### src/rtl/core/fsfa_pkg.sv
// Shared constants, register indexes and sequencer states for the flex sensor angle block.
package fsfa_pkg;

	localparam int CHANNELS    = 5;
	localparam int SAMPLE_BITS = 10;
	localparam int CAL_BITS    = 10;
	localparam int FRAC_BITS   = 16;
	localparam int F_BITS      = SAMPLE_BITS + FRAC_BITS;
	localparam int ALPHA_BITS  = 17;
	localparam int PACK_BITS   = CHANNELS * CAL_BITS;
	localparam int PROD_BITS   = F_BITS + ALPHA_BITS;
	localparam int CH_BITS     = 3;
	localparam int CH_IDX_BITS = (CHANNELS > 1) ? $clog2(CHANNELS) : 1;
	localparam int ANGLE_BITS  = 8;
	localparam int QUO_BITS    = 8;
	localparam int NUM_BITS    = CAL_BITS + QUO_BITS;
	localparam int CNT_BITS    = $clog2(QUO_BITS);

	localparam logic [ALPHA_BITS-1:0] ONE_Q16     = ALPHA_BITS'(65536);
	localparam logic [ALPHA_BITS-1:0] ALPHA_RESET = ALPHA_BITS'(6554);
	localparam logic [ANGLE_BITS-1:0] MAP_LOW     = ANGLE_BITS'(50);
	localparam logic [ANGLE_BITS-1:0] MAP_HIGH    = ANGLE_BITS'(180);
	localparam logic [ANGLE_BITS-1:0] MAP_FLIP    = ANGLE_BITS'(230);
	localparam logic [ANGLE_BITS-1:0] ANGLE_TOP   = ANGLE_BITS'(230 - 50);
	localparam logic [ANGLE_BITS-1:0] ANGLE_ERR   = '0;
	localparam logic [NUM_BITS-1:0]   MAP_SPAN    = NUM_BITS'(180 - 50);

	localparam logic [1:0] CFG_ALPHA = 2'd0;
	localparam logic [1:0] CFG_MIN   = 2'd1;
	localparam logic [1:0] CFG_MAX   = 2'd2;

	typedef enum logic [2:0] {
		ST_IDLE,
		ST_MUL,
		ST_UPD,
		ST_CLAMP,
		ST_MAP,
		ST_DIV,
		ST_DONE
	} state_t;

endpackage

### src/rtl/core/flex_sensor_filter_to_angle.sv
// Flex sensor smoothing filter with calibrated linear map to a bend angle.
//
// Input channel: in_valid / in_stall with channel and sample. A request is
// taken when in_valid is high and in_stall low. The block works on one
// request at a time and holds in_stall high while it is busy.
// Output channel: out_valid / out_stall with out_channel and angle, driven
// from an output register, so a new request can be taken while the last
// angle still waits for the receiver.
// Config channel: cfg_valid / cfg_ready with cfg_index and cfg_data;
// cfg_ready is always high. Index 0 is alpha, 1 the packed minimums, 2 the
// packed maximums; other indexes are dropped. Write only while idle.
//
// Per request the sequencer takes it, does the alpha multiply, the filter
// update and the calibration clamp, forms the map numerator, runs an
// eight-step restoring divide (one quotient bit per cycle on a shared
// subtractor) and hands off to the output register.
// A flat or inverted calibration, or a value at the minimum, skips the
// divide; an out-of-range channel answers angle 0.
// Reset clears the seeded flags and loads the register defaults. A stalled
// receiver holds the finished angle in the sequencer until the output
// register frees up.
module flex_sensor_filter_to_angle
	import fsfa_pkg::*;
(
	input  logic                    clk,
	input  logic                    arst_n,
	input  logic                    in_valid,
	output logic                    in_stall,
	input  logic [CH_BITS-1:0]      channel,
	input  logic [SAMPLE_BITS-1:0]  sample,
	output logic                    out_valid,
	input  logic                    out_stall,
	output logic [CH_BITS-1:0]      out_channel,
	output logic [ANGLE_BITS-1:0]   angle,
	input  logic                    cfg_valid,
	output logic                    cfg_ready,
	input  logic [1:0]              cfg_index,
	input  logic [PACK_BITS-1:0]    cfg_data
);

	// Configuration registers.
	logic [ALPHA_BITS-1:0] alpha_q;
	logic [PACK_BITS-1:0]  min_q;
	logic [PACK_BITS-1:0]  max_q;

	// Per-channel filter state; the value is meaningless until seeded.
	logic [F_BITS-1:0]     filt_q [CHANNELS];
	logic [CHANNELS-1:0]   seeded_q;

	// Sequencer.
	state_t                state_q, state_nxt;
	logic [CNT_BITS-1:0]   cnt_q;

	// Request and working registers.
	logic [CH_BITS-1:0]    ch_q;
	logic [SAMPLE_BITS-1:0] smp_q;
	logic                  bad_q;
	logic [CAL_BITS-1:0]   lo_q, hi_q;
	logic [PROD_BITS-1:0]  prod_q;
	logic                  ge_q;
	logic                  seed_q;
	logic [F_BITS-1:0]     fold_q;
	logic [F_BITS-1:0]     fema_q;
	logic [SAMPLE_BITS-1:0] v_q;
	logic [CAL_BITS-1:0]   rem_q;
	logic [QUO_BITS-1:0]   dq_q;
	logic [CAL_BITS-1:0]   den_q;

	// Output register.
	logic                  out_valid_q;
	logic [CH_BITS-1:0]    out_ch_q;
	logic [ANGLE_BITS-1:0] angle_q;

	logic [CH_IDX_BITS-1:0] idx;
	logic                  accept, out_free, out_load, ch_bad, flat;
	logic [ALPHA_BITS-1:0] w;
	logic [F_BITS-1:0]     x_full, f_cur, diff;
	logic                  x_ge;
	logic [PROD_BITS:0]    prod_rnd;
	logic [F_BITS-1:0]     mag;
	logic [F_BITS-1:0]     lo_f, hi_f, f_clamp;
	logic [CAL_BITS-1:0]   span;
	logic [NUM_BITS-1:0]   num;
	logic [CAL_BITS+1:0]   trial;
	logic                  trial_ok;

	assign cfg_ready   = 1'b1;
	assign out_valid   = out_valid_q;
	assign out_channel = out_ch_q;
	assign angle       = angle_q;

	assign idx      = ch_q[CH_IDX_BITS-1:0];
	assign ch_bad   = (channel >= CH_BITS'(CHANNELS));
	assign out_free = !out_valid_q || !out_stall;

	// Alpha above one acts as one.
	assign w = (alpha_q > ONE_Q16) ? ONE_Q16 : alpha_q;

	// Multiply stage inputs: magnitude of the step toward the sample.
	assign x_full = {smp_q, {FRAC_BITS{1'b0}}};
	assign f_cur  = filt_q[idx];
	assign x_ge   = (x_full >= f_cur);
	assign diff   = x_ge ? (x_full - f_cur) : (f_cur - x_full);

	// Round the step up when moving down, so the filter floors toward minus infinity.
	assign prod_rnd = {1'b0, prod_q} + (PROD_BITS + 1)'((1 << FRAC_BITS) - 1);
	assign mag      = ge_q ? prod_q[FRAC_BITS +: F_BITS] : prod_rnd[FRAC_BITS +: F_BITS];

	// Clamp to calibration; the minimum test wins.
	assign lo_f = {lo_q, {FRAC_BITS{1'b0}}};
	assign hi_f = {hi_q, {FRAC_BITS{1'b0}}};
	always_comb begin
		if (fema_q <= lo_f) begin
			f_clamp = lo_f;
		end else if (fema_q >= hi_f) begin
			f_clamp = hi_f;
		end else begin
			f_clamp = fema_q;
		end
	end

	// Map numerator and divisor; v never exceeds hi, so the quotient fits eight bits.
	assign flat = (hi_q <= lo_q) || (v_q <= lo_q);
	assign span = hi_q - lo_q;
	assign num  = NUM_BITS'(v_q - lo_q) * MAP_SPAN;

	// Restoring divide step on the shared subtractor.
	assign trial    = {1'b0, rem_q, dq_q[QUO_BITS-1]} - {2'b00, den_q};
	assign trial_ok = !trial[CAL_BITS+1];

	// Next state.
	always_comb begin
		state_nxt = state_q;
		case (state_q)
			ST_IDLE: begin
				if (in_valid) begin
					state_nxt = ch_bad ? ST_DONE : ST_MUL;
				end
			end
			ST_MUL:   state_nxt = ST_UPD;
			ST_UPD:   state_nxt = ST_CLAMP;
			ST_CLAMP: state_nxt = ST_MAP;
			ST_MAP:   state_nxt = flat ? ST_DONE : ST_DIV;
			ST_DIV: begin
				if (cnt_q == CNT_BITS'(QUO_BITS - 1)) begin
					state_nxt = ST_DONE;
				end
			end
			ST_DONE: begin
				if (out_free) begin
					state_nxt = ST_IDLE;
				end
			end
			default:  state_nxt = ST_IDLE;
		endcase
	end

	// Handshake outputs of the sequencer.
	always_comb begin
		in_stall = 1'b1;
		out_load = 1'b0;
		case (state_q)
			ST_IDLE: in_stall = 1'b0;
			ST_DONE: out_load = out_free;
			default: begin
				in_stall = 1'b1;
				out_load = 1'b0;
			end
		endcase
	end

	assign accept = in_valid && !in_stall;

	// Control state.
	always_ff @(posedge clk or negedge arst_n) begin
		if (!arst_n) begin
			state_q     <= ST_IDLE;
			cnt_q       <= '0;
			out_valid_q <= 1'b0;
			seeded_q    <= '0;
			alpha_q     <= ALPHA_RESET;
			min_q       <= '0;
			max_q       <= '1;
		end else begin
			state_q <= state_nxt;
			if (state_q == ST_DIV) begin
				cnt_q <= cnt_q + CNT_BITS'(1);
			end else begin
				cnt_q <= '0;
			end
			if (out_load) begin
				out_valid_q <= 1'b1;
			end else if (!out_stall) begin
				out_valid_q <= 1'b0;
			end
			if (state_q == ST_CLAMP) begin
				seeded_q[idx] <= 1'b1;
			end
			if (cfg_valid && cfg_ready) begin
				case (cfg_index)
					CFG_ALPHA: alpha_q <= cfg_data[ALPHA_BITS-1:0];
					CFG_MIN:   min_q   <= cfg_data;
					CFG_MAX:   max_q   <= cfg_data;
					default:   ;
				endcase
			end
		end
	end

	// Datapath.
	always_ff @(posedge clk) begin
		if (accept) begin
			ch_q  <= channel;
			smp_q <= sample;
			bad_q <= ch_bad;
		end
		case (state_q)
			ST_MUL: begin
				lo_q   <= min_q[idx*CAL_BITS +: CAL_BITS];
				hi_q   <= max_q[idx*CAL_BITS +: CAL_BITS];
				prod_q <= PROD_BITS'(diff) * PROD_BITS'(w);
				ge_q   <= x_ge;
				fold_q <= f_cur;
				seed_q <= seeded_q[idx];
			end
			ST_UPD: begin
				if (!seed_q) begin
					fema_q <= x_full;
				end else if (ge_q) begin
					fema_q <= fold_q + mag;
				end else begin
					fema_q <= fold_q - mag;
				end
			end
			ST_CLAMP: begin
				filt_q[idx] <= f_clamp;
				v_q         <= f_clamp[FRAC_BITS +: SAMPLE_BITS];
			end
			ST_MAP: begin
				rem_q <= num[NUM_BITS-1:QUO_BITS];
				den_q <= span;
				dq_q  <= flat ? '0 : num[QUO_BITS-1:0];
			end
			ST_DIV: begin
				rem_q <= trial_ok ? trial[CAL_BITS-1:0]
				                  : {rem_q[CAL_BITS-2:0], dq_q[QUO_BITS-1]};
				dq_q  <= {dq_q[QUO_BITS-2:0], trial_ok};
			end
			default: ;
		endcase
		if (out_load) begin
			out_ch_q <= ch_q;
			angle_q  <= bad_q ? ANGLE_ERR : (ANGLE_TOP - dq_q);
		end
	end

endmodule
### config.mk
export PLATFORM = sky130hd
export DESIGN_NAME = flex_sensor_filter_to_angle
export DESIGN_NICKNAME = d
export VERILOG_FILES = /design/src/rtl/core/fsfa_pkg.sv /design/src/rtl/core/flex_sensor_filter_to_angle.sv
export SDC_FILE = /design/constraint.sdc
export NUM_CORES = 2
export LEC_CHECK = 0
export BUFFER_PORTS_ARGS = -buffer_cell sky130_fd_sc_hd__buf_4
export CAP_MARGIN = 30
export CORE_ASPECT_RATIO = 2
export CORE_MARGIN = 2
export CORE_UTILIZATION = 50
export DETAILED_ROUTE_END_ITERATION = 16
export HOLD_SLACK_MARGIN = 0.02
export PLACE_DENSITY = 0.75
export SLEW_MARGIN = 10
export SYNTH_ARGS = -nofsm -noshare
export SYNTH_HDL_FRONTEND = slang
export SYNTH_SLANG_ARGS = --single-unit
### constraint.sdc
create_clock -name clk -period 10.9 [get_ports clk]
set_clock_uncertainty 0.2 [all_clocks]
set_input_delay 1.635 -clock clk [delete_from_list [all_inputs] [get_ports clk]]
set_output_delay 1.635 -clock clk [all_outputs]
set_load 0.03 [all_outputs]
# == After elaboration in Yosys (flattened, before gate mapping) ==
# Memory sizes are Yosys's and may differ from the RTL's. A register that Yosys moved wholly into a read port is not among the register bits.
# Index checks and enable logic that the tools add are counted.
# op_classes
n_addsub,10
n_mul,3
n_lt_le_gt_ge,9
n_eq_ne,13
shift,2
mux,29
bitwise_logic,1
reduce_logical,14
# op_table
operator,n
$mux W26,6
$shiftx A50 B8 Y10,2
$sub A26 B26 Y26,3
$ge A26 B26 Y1,2
$add A42 B16 Y42 const B,1
$mul A26 B17 Y42,1
$add A26 B26 Y26,1
$le A26 B26 Y1,1
$pmux W3 S7,1
$le A10 B10 Y1,2
$pmux W10 S2,1
$mul A18 B7 Y17 const B,1
$mux W3,6
$gt A17 B17 Y1 const B,1
$mux W17,1
$pmux W8 S2,1
$eq A3 B3 Y1 const B,4
$sub A11 B10 Y12,1
$sub A10 B10 Y11,1
$mux W10,1
$sub A10 B10 Y10,1
$mux W1,8
$mux W8,1
$sub A8 B8 Y8 const A,1
23 further kinds,32
# totals
register_bits,308
ram_bits,130
input_bits,70
output_inout_bits,14
elab_cells,106
mem_count,1
# memory_table
memory,depth,word_bits,read_ports,rd_clocked_by_memory_dff,wr,line_no,source
filt_q,5,26,1,1,1,flex_sensor_filter_to_angle.sv:47,logic [F_BITS-1:0] filt_q [CHANNELS];

# == Depth between registers and ports, before layout ==
# logic_depth
depth_word,5
ltp_mapped,43
mapped_depth_nobuf,38

# == Worst setup path after synthesis ==
# OpenSTA, ideal clock, no wires.
# synth_timing
kind,register -> register
start,register (tool-made name)
end,register prod_q[41] (data pin)
setup_time_ps,259
arrival_time_ps,10117
t_required_ps,10441
slack_ps,323
stages_incl_launch_ff,43
n_path_buf,7
synth_period_minus_slack_ps,10577
path_cell_list,dfxtp_1 -> buf_6 -> buf_2 -> buf_1 -> mux4_2 -> mux2i_1 -> inv_1 -> ha_1 -> clkbuf_1 -> a21oi_1 -> nor2_1 -> a211oi_1 -> o21a_1 -> o21a_1 -> buf_2 -> inv_2 -> buf_4 -> nand2_1 -> [7 not listed] -> inv_1 -> fa_1 -> fa_1 -> inv_1 -> fa_1 -> inv_1 -> ha_1 -> a21o_1 -> a21oi_1 -> a21oi_1 -> o21a_1 -> a41oi_1 -> a21o_1 -> a21oi_1 -> and4_1 -> a2111oi_0 -> a21oi_1 -> xnor2_1
# synth_rtl
element,line_no,source
"end signal, assigned",flex_sensor_filter_to_angle.sv:221,prod_q <= PROD_BITS'(diff) * PROD_BITS'(w);
"end, declared",flex_sensor_filter_to_angle.sv:59,logic [PROD_BITS-1:0] prod_q;

==> flow_summary.html <==
<table>
<tr><th>Metric</th><th>Value</th></tr>
<tr><th colspan="2">Synth</th></tr>
<tr><td>Dominant combinational cell family by area after synthesis</td><td>adder cells</td></tr>
<tr><td>Post-synthesis async set-or-reset flop share</td><td>0.293</td></tr>
<tr><td>Register bit count reported by yosys</td><td>441</td></tr>
<tr><td>Top FF cell, synth</td><td>sky130_fd_sc_hd__edfxtp_1</td></tr>
<tr><td>Synthesized-area fraction occupied by ao, oa, aoi and oai cells</td><td>0.0750</td></tr>
<tr><td>Top cells by area, synth</td><td>sky130_fd_sc_hd__edfxtp_1 (25%), sky130_fd_sc_hd__fa_1 (20%), sky130_fd_sc_hd__ha_1 (7.9%)</td></tr>
<tr><td>Largest area contributor in the netlist</td><td>sky130_fd_sc_hd__edfxtp_1</td></tr>
<tr><td>Syn_area_per_cell</td><td>10.6 µm²</td></tr>
<tr><td>Synth unique cells</td><td>82</td></tr>
<tr><td>Synth Area in Adders</td><td>0.277</td></tr>
<tr><td>Share of the synthesized area in the top cell type</td><td>0.253</td></tr>
<tr><td>Share of the synthesized netlist area taken by xor and xnor gates</td><td>0.0381</td></tr>
<tr><td>Most instantiated cells after synthesis</td><td>sky130_fd_sc_hd__inv_1 (542), sky130_fd_sc_hd__nand2_1 (370), sky130_fd_sc_hd__fa_1 (364)</td></tr>
<tr><td>Area fraction in and, or, nand and nor cells after synthesis</td><td>0.123</td></tr>
<tr><td>Total of warnings raised by yosys</td><td>0</td></tr>
<tr><td>Netlist area before placement</td><td>36,700 µm²</td></tr>
<tr><td>Most frequent cell after synthesis</td><td>sky130_fd_sc_hd__inv_1</td></tr>
<tr><td>Share of the yosys chip area belonging to registers</td><td>0.344</td></tr>
<tr><td>Share of cell area taken by muxes after synthesis</td><td>0.0721</td></tr>
<tr><td>Post-synth net total</td><td>4,115</td></tr>
<tr><td>Number of enable-type register cells in the synthesized netlist</td><td>309</td></tr>
<tr><td>Synthesized netlist cell count</td><td>3,450</td></tr>
<tr><th colspan="2">Floorplan</th></tr>
<tr><td>Core Region</td><td>72,700 µm²</td></tr>
<tr><td>Num rows</td><td>140</td></tr>
<tr><td>Initial Util</td><td>0.505</td></tr>
<tr><td>Die Span Y</td><td>387 µm</td></tr>
<tr><td>Die area</td><td>75,700 µm²</td></tr>
<tr><td>Die extent in x</td><td>196 µm</td></tr>
<tr><td>Number of placed I/O pins</td><td>84</td></tr>
<tr><th colspan="2">Timing</th></tr>
<tr><td>RSZ-0062 raised after global routing</td><td>false</td></tr>
<tr><td>Post-layout minimum cycle time</td><td>10,470 ps</td></tr>
<tr><td>Max-slew headroom</td><td>0.314</td></tr>
<tr><td>Fraction of the cycle the final worst path needs</td><td>0.961</td></tr>
<tr><td>Final Hold Fails</td><td>0</td></tr>
<tr><td>Min Hold Slack</td><td>264 ps</td></tr>
<tr><td>Fin. max-slew vios</td><td>0</td></tr>
<tr><td>Top achievable clock speed</td><td>95.5 MHz</td></tr>
<tr><td>Final count of negative-setup-slack endpoints</td><td>0</td></tr>
<tr><td>Transition at the pin with the smallest max-transition slack</td><td>1020 ps</td></tr>
<tr><td>Smallest setup slack after layout</td><td>428 ps</td></tr>
<tr><th colspan="2">Placed design</th></tr>
<tr><td># placed instances</td><td>4,437</td></tr>
<tr><td>Sum of net half-perimeters after detailed placement</td><td>87,400 µm</td></tr>
<tr><td>Number of buffer cells added on primary ports</td><td>82</td></tr>
<tr><td>Final weighted congestion in routability-driven placement</td><td>1.03</td></tr>
<tr><td>Worst slack at placement</td><td>-200 ps</td></tr>
<tr><th colspan="2">Setup path</th></tr>
<tr><td>Slowest library cell on the worst path</td><td>sky130_fd_sc_hd__fa_1</td></tr>
<tr><td>Slowest cell delay on critical path</td><td>790 ps</td></tr>
<tr><td>Data required, critical path</td><td>11,030 ps</td></tr>
<tr><td>Worst path arrival time</td><td>10,610 ps</td></tr>
<tr><td>Kind of end point of the critical path</td><td>flip-flop</td></tr>
<tr><td>Cell with the most instances on the worst path</td><td>sky130_fd_sc_hd__fa_1</td></tr>
<tr><td>Crit-path max FO</td><td>12</td></tr>
<tr><td>Start-to-end type of the worst setup path</td><td>reg -&gt; reg</td></tr>
<tr><td>Critical Path Start Type</td><td>flip-flop</td></tr>
<tr><th colspan="2">Global route</th></tr>
<tr><td>Number of antenna violations at the first check in global routing</td><td>2</td></tr>
<tr><td>Overall fraction of global-route tracks in use</td><td>0.299</td></tr>
<tr><td>Pin count of the biggest net entering global routing</td><td>64</td></tr>
<tr><td>Vias in the first global route</td><td>28,700</td></tr>
<tr><td>Total gr overflow</td><td>0</td></tr>
<tr><td>Global-route wire length before repair</td><td>166,000 µm</td></tr>
<tr><th colspan="2">Routing</th></tr>
<tr><td>Starting DRC count in detailed routing</td><td>1,722</td></tr>
<tr><td>First-pass iteration count of the detailed router</td><td>7</td></tr>
<tr><td>Aggregate routed wire length</td><td>110,000 µm</td></tr>
<tr><td>Number of nets still failing antenna checks after routing</td><td>0</td></tr>
<tr><td>DRC viols</td><td>0</td></tr>
<tr><td>Routed wire per std cell</td><td>24.5 µm</td></tr>
<tr><td>Vias post-DR</td><td>26,400</td></tr>
<tr><td>Vias per inst</td><td>5.86</td></tr>
<tr><th colspan="2">Clocking</th></tr>
<tr><td>Hold-fix buffer count after cts</td><td>0</td></tr>
<tr><td>Number of buffers between clock root and the deepest sink</td><td>3</td></tr>
<tr><td>Clock buffers created by TritonCTS</td><td>38</td></tr>
<tr><td>Cell chosen for the clock root</td><td>sky130_fd_sc_hd__clkbuf_16</td></tr>
<tr><td>Clock latency on the worst-skew pair</td><td>570 ps</td></tr>
<tr><td>Clock H-tree levels</td><td>2</td></tr>
<tr><td>Setup Fix Bufs, Post-CTS</td><td>0</td></tr>
<tr><td>Number of sinks driven by the clock tree</td><td>441</td></tr>
<tr><td>Clock slew seen by the registers of the worst setup and hold paths</td><td>80 ps</td></tr>
<tr><td>Clock tree from TritonCTS</td><td>done</td></tr>
<tr><th colspan="2">Layout</th></tr>
<tr><td>Final std cells w/o fill</td><td>4,512</td></tr>
<tr><td>P&amp;R area growth vs syn</td><td>9.89%</td></tr>
<tr><td>Final net count</td><td>4,223</td></tr>
<tr><td>Utilization after layout</td><td>0.555</td></tr>
<tr><td>Share of layout cells above drive strength 1</td><td>0.146</td></tr>
<tr><th colspan="2">Outcome</th></tr>
<tr><td>Run status</td><td>complete, no violations</td></tr>
<tr><th colspan="2">Min path</th></tr>
<tr><td>Tightest Hold Check Type</td><td>reg -&gt; reg</td></tr>
<tr><th colspan="2">Flow run</th></tr>
<tr><td>Max Cap Viol</td><td>0</td></tr>
</table>
[cells by family (layout without fill, tap and decap cells)]
family,Yosys count,count (layout)
XOR/XNOR,155,155
AND/OR/NAND/NOR,962,962
buffers and inverters,665,801
flip-flops,441,441
AO/OA/AOI/OAI,428,428
multiplexers,203,203
adder cells (fa/ha/maj),595,595
other,1,4
[state kept, by name, summed over array words and instances (netlist names), 17 cells and up, named ones only]
name and count:
fema_q 26, filt_q 130, prod_q 42, alpha_q 17
fold_q 26, min_q 50, max_q 50
[metrics by stage]
| stage | instance area [µm²] | TNS (ps) |
|---|---|---|
| after global placement | 38800 | 0 |
| final | 40300 | 0 |
| after detailed placement | 38900 | -248 |
| after CTS | 40200 | 0 |
| after global routing | 40300 | 0 |
| after floorplan | 36700 | 0 |
[path summary, 6_finish.rpt]
check / startpoint / to / slack (ps) / depth (start not counted)
max in group asynchronous: arst_n / max_q[11] / 8460 / 3
worst max register to register: flip-flop / prod_q[41] / 430 / 36
worst min register to register: seeded_q[0] / seeded_q[0] / 260 / 1
worst max-delay path: flip-flop / prod_q[41] / 430 / 36
worst min-delay path: seeded_q[0] / seeded_q[0] / 260 / 1
min in group asynchronous: arst_n / min_q[6] / 850 / 1
[layout make-up]
class	count	area, µm²
flip-flops and latches	441	12600
inverters	544	2040
fillers	6301	32400
repair buffers	189	1520
multi-input cells	2344	21600
diodes	3	7.51
clock buffers	51	1080
well taps	923	1150
clock inverters	17	245
[repair_timing]
item | in CTS | in global routing
resized for setup | 1 | 11
pin swaps | 0 | 0
setup endpoints to repair | 2 | 11
gates cloned | 0 | 0
[critical path: cells and delay by family (launching register included)]
family,cells,cell delay [ps]
fa+ha+maj,7,3710
xor+xnor,2,590
compound gates,12,2810
buf+inv,9,1370
simple gates,6,1100
flops,1,460
[routing by layer]
| layer | routed length, µm | track usage | vias up |
|---|---|---|---|
| met4 | 14300 | 0.315 | 0 |
| met5 | 0 | 0 | - |
| met2 | 57900 | 0.549 | 1036 |
| met1 | 32900 | 0.269 | 13300 |
| met3 | 5290 | 0.0374 | 519 |
| li1 | - | - | 11600 |
[cell usage in the layout, fill, tap and decap left out, types with 17 or more instances in the layout]
master,n
sky130_fd_sc_hd__nor3_1,32
sky130_fd_sc_hd__nor2b_1,28
sky130_fd_sc_hd__xnor2_1,102
sky130_fd_sc_hd__mux4_2,32
sky130_fd_sc_hd__nor4_1,17
sky130_fd_sc_hd__mux2i_1,35
sky130_fd_sc_hd__nor2_1,224
sky130_fd_sc_hd__and3_1,20
sky130_fd_sc_hd__inv_1,542
sky130_fd_sc_hd__dfrtp_1,72
sky130_fd_sc_hd__clkbuf_16,41
sky130_fd_sc_hd__ha_1,231
sky130_fd_sc_hd__nand4_1,18
sky130_fd_sc_hd__nand3_1,43
sky130_fd_sc_hd__o21a_1,24
sky130_fd_sc_hd__fa_1,364
sky130_fd_sc_hd__and2_1,133
sky130_fd_sc_hd__xor2_1,45
sky130_fd_sc_hd__buf_4,177
sky130_fd_sc_hd__nand2_1,370
sky130_fd_sc_hd__o21bai_1,20
sky130_fd_sc_hd__a31oi_1,24
sky130_fd_sc_hd__edfxtp_1,309
sky130_fd_sc_hd__mux2_2,130
sky130_fd_sc_hd__a21oi_1,109
sky130_fd_sc_hd__dfstp_2,57
sky130_fd_sc_hd__a21o_1,49
sky130_fd_sc_hd__o21ai_0,90
Power is not shown: default switching activity piles up to over one toggle a cycle in this logic, so the estimate is an artifact.
